==> src/design/crp_pkg.sv <==
// Package with the shared types and constants of the clock page replacement block.
package crp_pkg;

   localparam int PAGE_W  = 16;
   localparam int SLOT_W  = 4;
   localparam int FAULT_W = 16;
   localparam int CSR_W   = 5;

   localparam logic [CSR_W-1:0]   CSR_FRAMES_RESET = CSR_W'(3);
   localparam logic [FAULT_W-1:0] FAULT_MAX        = '1;

   typedef struct packed {
      logic [PAGE_W-1:0] page_number;
      logic              last_reference;
   } req_type;

   typedef struct packed {
      logic               hit;
      logic [SLOT_W-1:0]  slot;
      logic               evicted_valid;
      logic [PAGE_W-1:0]  evicted_page;
      logic [FAULT_W-1:0] fault_count;
      logic               last_result;
   } rsp_type;

   typedef enum logic [2:0] {
      ST_IDLE,
      ST_SCAN,
      ST_SWEEP,
      ST_LOAD,
      ST_RESULT
   } state_type;

   // Commands from the controller to the datapath.
   typedef struct packed {
      logic start;
      logic scan_next;
      logic hit_done;
      logic sweep;
      logic load;
      logic emit;
   } cmd_type;

   // Status from the datapath to the controller.
   typedef struct packed {
      logic match;
      logic scan_end;
      logic ref_set;
      logic out_free;
   } status_type;

endpackage

==> src/design/clock_page_replacement.sv <==
// Top level of the clock (second-chance) page replacement block.
//
// Usage: each transaction on the req_ channel carries one page reference.
// The block searches the managed frames for the page in frame order. On a
// hit it sets that frame's reference bit; on a miss the clock hand sweeps
// forward, clearing set reference bits, loads the page into the first frame
// with a clear bit, counts a fault and advances the hand. One transaction
// leaves on the rsp_ channel per reference. csr_wr_en writes the number of
// managed frames; write it only while the block is idle.
// A hit is found by a serial frame scan over the single read port of the
// frame RAM; a miss scans all managed frames before the sweep, which moves
// one frame per cycle and clears each set reference bit it passes. The next
// reference is accepted once the result has moved into the output register,
// at the earliest in the cycle in which that result is first presented, so
// one reference is in work at a time.
// Reset clears all frames, the hand, the fault count and sets the frame
// count to three. If the receiver stalls, the result waits in the output
// register and the next reference is still processed; a second result then
// waits until the output register is free.
module clock_page_replacement
   import crp_pkg::*;
#(
   parameter int NUM_FRAMES = 16,
   parameter int PAGE_BITS  = 16
) (
   input  logic             clock,
   input  logic             reset,
   input  logic             csr_wr_en,
   input  logic [CSR_W-1:0] csr_wr_data,
   input  logic             req_valid,
   output logic             req_stall,
   input  req_type          req_data,
   output logic             rsp_valid,
   input  logic             rsp_stall,
   output rsp_type          rsp_data
);

   cmd_type    cmd;
   status_type status;

   // The controller decides which step runs in each cycle.
   crp_ctrl u_ctrl (
      .clock    (clock),
      .reset    (reset),
      .req_valid(req_valid),
      .req_stall(req_stall),
      .status   (status),
      .cmd      (cmd)
   );

   // The datapath holds all frame state and the output register.
   crp_datapath #(
      .NUM_FRAMES(NUM_FRAMES),
      .PAGE_BITS (PAGE_BITS)
   ) u_datapath (
      .clock      (clock),
      .reset      (reset),
      .csr_wr_en  (csr_wr_en),
      .csr_wr_data(csr_wr_data),
      .req_data   (req_data),
      .rsp_stall  (rsp_stall),
      .rsp_valid  (rsp_valid),
      .rsp_data   (rsp_data),
      .cmd        (cmd),
      .status     (status)
   );

   // Only one step command may be active in any cycle.
   assert property (@(posedge clock) disable iff (reset)
      $onehot0({cmd.start, cmd.scan_next, cmd.hit_done, cmd.sweep, cmd.load, cmd.emit}))
      else $error("more than one datapath command active");

   // Once a reference is accepted, no further one is taken until it is done.
   assert property (@(posedge clock) disable iff (reset)
      cmd.start |=> req_stall)
      else $error("request accepted while a reference is in work");

   // A result handed to the output register is presented in the next cycle.
   assert property (@(posedge clock) disable iff (reset)
      cmd.emit |=> rsp_valid)
      else $error("emitted result not presented");

   // A finished lookup only hands off after a hit or a load.
   assert property (@(posedge clock) disable iff (reset)
      (cmd.hit_done || cmd.load) |=> !req_stall || !cmd.start)
      else $error("lookup finished without reaching the result stage");

endmodule

==> src/design/crp_ram.sv <==
// Generic single-port-write, single-port-read RAM with a registered read.
module crp_ram #(
   parameter int WIDTH = 16,
   parameter int DEPTH = 16
) (
   input  logic                                      clock,
   input  logic                                      wr_en,
   input  logic [(DEPTH > 1 ? $clog2(DEPTH) : 1)-1:0] wr_addr,
   input  logic [WIDTH-1:0]                          wr_data,
   input  logic [(DEPTH > 1 ? $clog2(DEPTH) : 1)-1:0] rd_addr,
   output logic [WIDTH-1:0]                          rd_data
);

   logic [WIDTH-1:0] mem_ff [DEPTH];
   logic [WIDTH-1:0] rd_data_ff;

   always_ff @(posedge clock) begin
      if (wr_en) begin
         mem_ff[wr_addr] <= wr_data;
      end
      rd_data_ff <= mem_ff[rd_addr];
   end

   assign rd_data = rd_data_ff;

endmodule

==> src/design/crp_ctrl.sv <==
// Controller state machine that sequences the search, the sweep and the result hand-off.
module crp_ctrl
   import crp_pkg::*;
(
   input  logic       clock,
   input  logic       reset,
   input  logic       req_valid,
   output logic       req_stall,
   input  status_type status,
   output cmd_type    cmd
);

   state_type state_ff, state_in;

   always_ff @(posedge clock) begin
      if (reset) begin
         state_ff <= ST_IDLE;
      end else begin
         state_ff <= state_in;
      end
   end

   always_comb begin
      state_in = state_ff;
      case (state_ff)
         ST_IDLE: begin
            if (req_valid) state_in = ST_SCAN;
         end
         ST_SCAN: begin
            if (status.match) state_in = ST_RESULT;
            else if (status.scan_end) state_in = ST_SWEEP;
         end
         ST_SWEEP: begin
            if (!status.ref_set) state_in = ST_LOAD;
         end
         ST_LOAD: begin
            state_in = ST_RESULT;
         end
         ST_RESULT: begin
            if (status.out_free) state_in = ST_IDLE;
         end
         default: begin
            state_in = ST_IDLE;
         end
      endcase
   end

   always_comb begin
      cmd       = '0;
      req_stall = 1'b1;
      case (state_ff)
         ST_IDLE: begin
            req_stall = 1'b0;
            cmd.start = req_valid;
         end
         ST_SCAN: begin
            cmd.hit_done  = status.match;
            cmd.scan_next = !status.match && !status.scan_end;
         end
         ST_SWEEP: begin
            cmd.sweep = 1'b1;
         end
         ST_LOAD: begin
            cmd.load = 1'b1;
         end
         ST_RESULT: begin
            cmd.emit = status.out_free;
         end
         default: begin
            req_stall = 1'b1;
         end
      endcase
   end

endmodule

==> src/design/crp_datapath.sv <==
// Datapath with the frame store, reference and valid bits, clock hand, fault counter and output register.
module crp_datapath
   import crp_pkg::*;
#(
   parameter int NUM_FRAMES = 16,
   parameter int PAGE_BITS  = 16
) (
   input  logic             clock,
   input  logic             reset,
   input  logic             csr_wr_en,
   input  logic [CSR_W-1:0] csr_wr_data,
   input  req_type          req_data,
   input  logic             rsp_stall,
   output logic             rsp_valid,
   output rsp_type          rsp_data,
   input  cmd_type          cmd,
   output status_type       status
);

   localparam int IDX_W  = (NUM_FRAMES > 1) ? $clog2(NUM_FRAMES) : 1;
   localparam int CNT_W  = $clog2(NUM_FRAMES + 1);
   localparam int CMP_W  = (CNT_W > CSR_W) ? CNT_W : CSR_W;
   localparam int KEEP_W = (PAGE_BITS < PAGE_W) ? PAGE_BITS : PAGE_W;

   logic [CSR_W-1:0]      csr_frames_ff, csr_frames_in;
   logic [KEEP_W-1:0]     page_ff, page_in;
   logic                  last_ff, last_in;
   logic [IDX_W-1:0]      hand_ff, hand_in;
   logic [IDX_W-1:0]      cmp_ff, cmp_in;
   logic [NUM_FRAMES-1:0] valid_ff, valid_in;
   logic [NUM_FRAMES-1:0] ref_ff, ref_in;
   logic [FAULT_W-1:0]    faults_ff, faults_in;
   rsp_type               res_ff, res_in;
   rsp_type               rsp_ff, rsp_in;
   logic                  rsp_valid_ff, rsp_valid_in;

   logic [CMP_W-1:0]  csr_ext, limit, count;
   logic [IDX_W-1:0]  last_idx, hand_next, cmp_next, rd_addr;
   logic [KEEP_W-1:0] rd_data;
   logic [FAULT_W-1:0] faults_inc;

   // Effective frame count: zero counts as one, and it never exceeds the built size.
   always_comb begin
      csr_ext = CMP_W'(csr_frames_ff);
      limit   = CMP_W'(NUM_FRAMES);
      if (csr_ext == '0) count = CMP_W'(1);
      else if (csr_ext > limit) count = limit;
      else count = csr_ext;
      last_idx = IDX_W'(count - CMP_W'(1));
   end

   assign hand_next  = (hand_ff == last_idx) ? '0 : hand_ff + IDX_W'(1);
   assign cmp_next   = cmp_ff + IDX_W'(1);
   assign faults_inc = (faults_ff != FAULT_MAX) ? faults_ff + FAULT_W'(1) : faults_ff;

   always_comb begin
      if (cmd.start) rd_addr = '0;
      else if (cmd.scan_next) rd_addr = cmp_next;
      else rd_addr = hand_ff;
   end

   crp_ram #(
      .WIDTH(KEEP_W),
      .DEPTH(NUM_FRAMES)
   ) u_frame_ram (
      .clock  (clock),
      .wr_en  (cmd.load),
      .wr_addr(hand_ff),
      .wr_data(page_ff),
      .rd_addr(rd_addr),
      .rd_data(rd_data)
   );

   always_comb begin
      status.match    = valid_ff[cmp_ff] && (rd_data == page_ff);
      status.scan_end = (cmp_ff == last_idx);
      status.ref_set  = ref_ff[hand_ff];
      status.out_free = !rsp_valid_ff || !rsp_stall;
   end

   always_comb begin
      csr_frames_in = csr_wr_en ? csr_wr_data : csr_frames_ff;
      page_in       = page_ff;
      last_in       = last_ff;
      hand_in       = hand_ff;
      cmp_in        = cmp_ff;
      valid_in      = valid_ff;
      ref_in        = ref_ff;
      faults_in     = faults_ff;
      res_in        = res_ff;

      if (cmd.start) begin
         page_in = req_data.page_number[KEEP_W-1:0];
         last_in = req_data.last_reference;
         cmp_in  = '0;
         // A lowered frame count may leave the hand beyond the last frame.
         if (CMP_W'(hand_ff) >= count) hand_in = '0;
      end

      if (cmd.scan_next) cmp_in = cmp_next;

      if (cmd.sweep && ref_ff[hand_ff]) begin
         ref_in[hand_ff] = 1'b0;
         hand_in         = hand_next;
      end

      if (cmd.hit_done) begin
         ref_in[cmp_ff]       = 1'b1;
         res_in.hit           = 1'b1;
         res_in.slot          = SLOT_W'(cmp_ff);
         res_in.evicted_valid = 1'b0;
         res_in.evicted_page  = '0;
         res_in.fault_count   = faults_ff;
         res_in.last_result   = last_ff;
      end

      if (cmd.load) begin
         valid_in[hand_ff]    = 1'b1;
         ref_in[hand_ff]      = 1'b0;
         hand_in              = hand_next;
         faults_in            = faults_inc;
         res_in.hit           = 1'b0;
         res_in.slot          = SLOT_W'(hand_ff);
         res_in.evicted_valid = valid_ff[hand_ff];
         res_in.evicted_page  = valid_ff[hand_ff] ? PAGE_W'(rd_data) : '0;
         res_in.fault_count   = faults_inc;
         res_in.last_result   = last_ff;
      end

      // The end of a reference string returns every frame to empty.
      if ((cmd.hit_done || cmd.load) && last_ff) begin
         valid_in  = '0;
         ref_in    = '0;
         hand_in   = '0;
         faults_in = '0;
      end
   end

   always_comb begin
      rsp_in       = rsp_ff;
      rsp_valid_in = rsp_valid_ff;
      if (cmd.emit) begin
         rsp_in       = res_ff;
         rsp_valid_in = 1'b1;
      end else if (!rsp_stall) begin
         rsp_valid_in = 1'b0;
      end
   end

   always_ff @(posedge clock) begin
      if (reset) begin
         csr_frames_ff <= CSR_FRAMES_RESET;
         hand_ff       <= '0;
         valid_ff      <= '0;
         ref_ff        <= '0;
         faults_ff     <= '0;
         rsp_valid_ff  <= 1'b0;
      end else begin
         csr_frames_ff <= csr_frames_in;
         hand_ff       <= hand_in;
         valid_ff      <= valid_in;
         ref_ff        <= ref_in;
         faults_ff     <= faults_in;
         rsp_valid_ff  <= rsp_valid_in;
      end
   end

   always_ff @(posedge clock) begin
      page_ff <= page_in;
      last_ff <= last_in;
      cmp_ff  <= cmp_in;
      res_ff  <= res_in;
      rsp_ff  <= rsp_in;
   end

   assign rsp_valid = rsp_valid_ff;
   assign rsp_data  = rsp_ff;

endmodule
==> config.mk <==
export PLATFORM = sky130hd
export DESIGN_NAME = clock_page_replacement
export DESIGN_NICKNAME = d
export VERILOG_FILES = /design/src/design/crp_pkg.sv /design/src/design/clock_page_replacement.sv /design/src/design/crp_ram.sv /design/src/design/crp_ctrl.sv /design/src/design/crp_datapath.sv
export SDC_FILE = /design/constraint.sdc
export NUM_CORES = 1
export LEC_CHECK = 0
export BUFFER_PORTS_ARGS = -buffer_cell sky130_fd_sc_hd__buf_2
export CAP_MARGIN = 20
export CORE_UTILIZATION = 40
export DETAILED_ROUTE_END_ITERATION = 10
export HOLD_SLACK_MARGIN = 0.02
export PLACE_DENSITY = 0.57
export SLEW_MARGIN = 30
export SYNTH_ARGS = -nofsm -noshare
export SYNTH_HDL_FRONTEND = slang
export SYNTH_SLANG_ARGS = --single-unit
==> constraint.sdc <==
create_clock -name clock -period 10.34 [get_ports clock]
set_input_delay 1.034 -clock clock [delete_from_list [all_inputs] [get_ports clock]]
set_output_delay 1.034 -clock clock [all_outputs]
set_load 0.01 [all_outputs]
==> metrics.md <==
| Metric | Value |
|---|---|
| MaxCap Viol Count | 0 |
| FMAX | about 220 MHz |
| Mapped Cells | 1,196 |
| Number of global-route vias before repair | 10,320 |
| Synth Area in Simple Gates | 0.09098 |
| # IOs | ~70 |
| Sequential fraction of the synthesis area | 0.7008 |
| DRC viols | 0 |
| Cell taking the most area after synthesis | edfxtp_1 |
| Syn_nets | around 1,200 |
| Fill count | between 3,000 and 4,000 |
| Layout Cells excl Fill | 1,886 |
| Post-synth EDFFs | 354 |
| CP Class | reg2reg |
| Worst-path clk slew | ~0.060 ns |
| Post-CTS Hold Buffers | 0 |
| RSZ-0062 raised after global routing | no |
| P&R area growth vs syn | 15.05% |
| Die area | 44,330 µm² |
| Insertion delay to the later sink of the worst-skew pair | approximately 0.6 ns |
| Final Util | 0.4657 |
| PnR worst setup slack | about 5.8 ns |
| Routed WL | 44.01 mm |
| Total congestion overflow | 0 |
| Run status | finished, final reports clean |
| Dpl ws | 5.729 ns |
| Netlist Area Pre-Place | ~17,000 µm² |
| Final nets | approximately 1,300 |
| Worst EP arrival | 5.06 ns |
| CTS Sinks | about 430 |
| Mux cell area share after synthesis | 0.04344 |
| Final Max Slew Viols | 0 |
| Final setup fails | 0 |
| Yosys top cell area share | 0.6110 |
| Clock Tree Root | clkbuf_16 |
| Compound-Gate Fraction of Synth Area | 0.1062 |
| Pwr dens | 266.9 nW/µm² |
| Endpoints failing hold | 0 |
| Cell Rows | 76 |
| CP max stage delay | ~0.74 ns |
| DRT Pass-1 Iters | 5 |
| Pleak | 6.824 nW |
| Detail Placement HPWL | between 20 and 25 mm |
| Post-synthesis adder-cell area fraction | 0.01007 |
| CP bufs+invs | 3 |
| Largest net degree at the start of global routing | 65 |
| Critical Path RT | 10.83 ns |
| Initial antenna violation count | 0 |
| Antenna viol nets, final | 0 |
| Die Wd | about 210 µm |
| Top delay family on crit path | compound AO/OA/AOI/OAI gates |
| Clock tree buffer depth | 3 |
| Most used cell, CP | buf_4 |
| Synth cell count leaders | 354 x edfxtp_1, 78 x dfxtp_1, 74 x nor2_1, 60 x o211ai_1, 58 x clkbuf_1 |
| Period minus WS final | 4.573 ns |
| CP Cell Sequence | or4_4 > nand2_1 > inv_1 > ha_1 > xnor3_1 > o21a_1 > o22a_2 > buf_4 > o21a_2 > buf_4 > or3_1 > a31oi_1 > nor4_1 |
| Share of cells above drive strength 1 | 0.2022 |
| Overall Global Routing Usage | 0.2019 |
| YS warnings | 0 |
| IO buf count | 67 |
| Effective utilization at floorplan | 0.4048 |
| Top FF cell, synth | edfxtp_1 |
| CP Max Fanout | 46 |
| Mean post-synth cell area | about 15 µm² |
| Crit. End Element | flop |
| Ranking of synthesized cells by area | edfxtp_1 61%, dfxtp_1 9.0%, o211ai_1 2.6% |
| Crit path max-delay cell type | o21a_2 |
| GP Congestion | between 0.8 and 0.9 |
| Cell variety after synth | between 50 and 60 |
| Num CTS Buffers | 46 |
| Htree depth | 2 |
| Tcrit/Tclk final | 0.4422 |
| Post-synthesis xor/xnor area fraction | 0.01892 |
| CTS resizes | 0 |
| Count leader, synth | edfxtp_1 |
| Die boundary height | roughly 210 µm |
| CTS tree | yes |
| Post-CTS setup buffer count | 0 |
| Critical Path Start Type | flop |
| Routed vias/inst | 5.536 |
| Clock Skews | around 0.026 ns |
| Iter 0 DRT Violations | about 1,100 |
| Slew HR | 0.3718 |
| Largest family of logic cells by synthesized area | compound AO/OA/AOI/OAI gates |
| Ys async rst share | 0 |
| Dpl cells | 1,799 |
| Min-delay worst type | reg2reg |
| First-pass GRT wire length | roughly 66 mm |
| DR WL/cell | between 20 and 25 µm |
| Ant diodes | 0 |
| Worst vdd rail ir drop | approximately 0.17 mV |
| Slew @ Worst Pin | around 0.94 ns |
| TNS Setup | 0 ns |
| Via Count | 10,440 |
| Yosys reg bits | ~430 |
| Placeable Area | between 40,000 and 50,000 µm² |
## layer usage
metal  up-vias  track usage  share of wire
li1       4775            -              -
met1      5222       0.2875           0.45
met2       370       0.3127           0.46
met3        73      0.03784          0.068
met4         0      0.06322          0.027
met5         -            0              0
## cell type report
| class | count | area (µm²) | area share |
|---|---|---|---|
| clock inverter | 28 | 290.3 | 0.01450 |
| multi-input combinational | 639 | 4827 | 0.2412 |
| clock buffer | 58 | 1217 | 0.06082 |
| tap | 585 | 732.0 | 0.03657 |
| sequential | 432 | 12190 | 0.6091 |
| timing repair buffer | 97 | 580.6 | 0.02901 |
| inverter | 47 | 176.4 | 0.008814 |
## state kept, by name, indices dropped and copies added, names as in the netlist, 3 cells and up
signal / flops
u_datapath.res_ff: 39
u_datapath.page_ff: 16
u_datapath.u_frame_ram.rd_data: 16
u_datapath.ref_ff: 16
u_datapath.u_frame_ram.mem_ff: 256
u_datapath.hand_ff: 4
u_datapath.csr_ext: 5
u_ctrl.state_ff: 3
u_datapath.faults_ff: 16
u_datapath.rsp_data: 39
u_datapath.valid_ff: 16
u_datapath.cmp_ff: 4
## logic make-up after synthesis
kind of cell             count (synthesis)
flip-flops                             432
AND/OR/NAND/NOR                        292
AO/OA/AOI/OAI                          242
buffers and inverters                  125
multiplexers                            55
XOR/XNOR                                36
adder cells (fa/ha/maj)                 14
## through the flow
stage | power (mW) | cell area (µm²) | hold WS [ns]
3_5_place_dp | 3.717 | 18480 | 0.4045
4_1_cts | 5.363 | 19990 | 0.4144
5_1_grt | 5.552 | 20020 | 0.4196
2_1_floorplan | 3.195 | 17400 | 0.4003
6_report | 5.342 | 20020 | 0.4128
3_3_place_gp | 3.702 | 18460 | 0.4019
## worst paths after layout
| kind | start | endpoint | slack [ns] | depth (start not counted) |
|---|---|---|---|---|
| worst max-delay path | u_datapath.csr_ext[4] | u_datapath.u_frame_ram.rd_data[7] | 5.77 | 13 |
| worst min-delay path | u_datapath.res_ff[24] | u_datapath.rsp_data[24] | 0.41 | 0 |
| worst min register to register | u_datapath.res_ff[24] | u_datapath.rsp_data[24] | 0.41 | 0 |
| worst max register to register | u_datapath.csr_ext[4] | u_datapath.u_frame_ram.rd_data[7] | 5.77 | 13 |
## placed cells by master (no fill, tap or decap), drive strengths merged, types with 17 or more instances in the layout
master,n
nor2,74
a211oi,35
nand2,42
xor2,21
buf,97
mux2i,17
dfxtp,78
o221a,21
o21ai,25
a21oi,19
and3,20
edfxtp,354
mux2,24
clkbuf,58
and2,18
a31oi,34
or3,32
nor4,21
o211ai,60
clkinv,22
inv,48
nand3b,32
## report_power, final
group / total, mW / switching [mW] / internal [mW]
Clock: 1.65 / 0.682 / 0.964
Combinational: 1.44 / 0.950 / 0.490
Sequential: 2.26 / 0.173 / 2.08
Total: 5.34 / 1.81 / 3.54
Note: power is estimated with default switching activity, not from simulation.
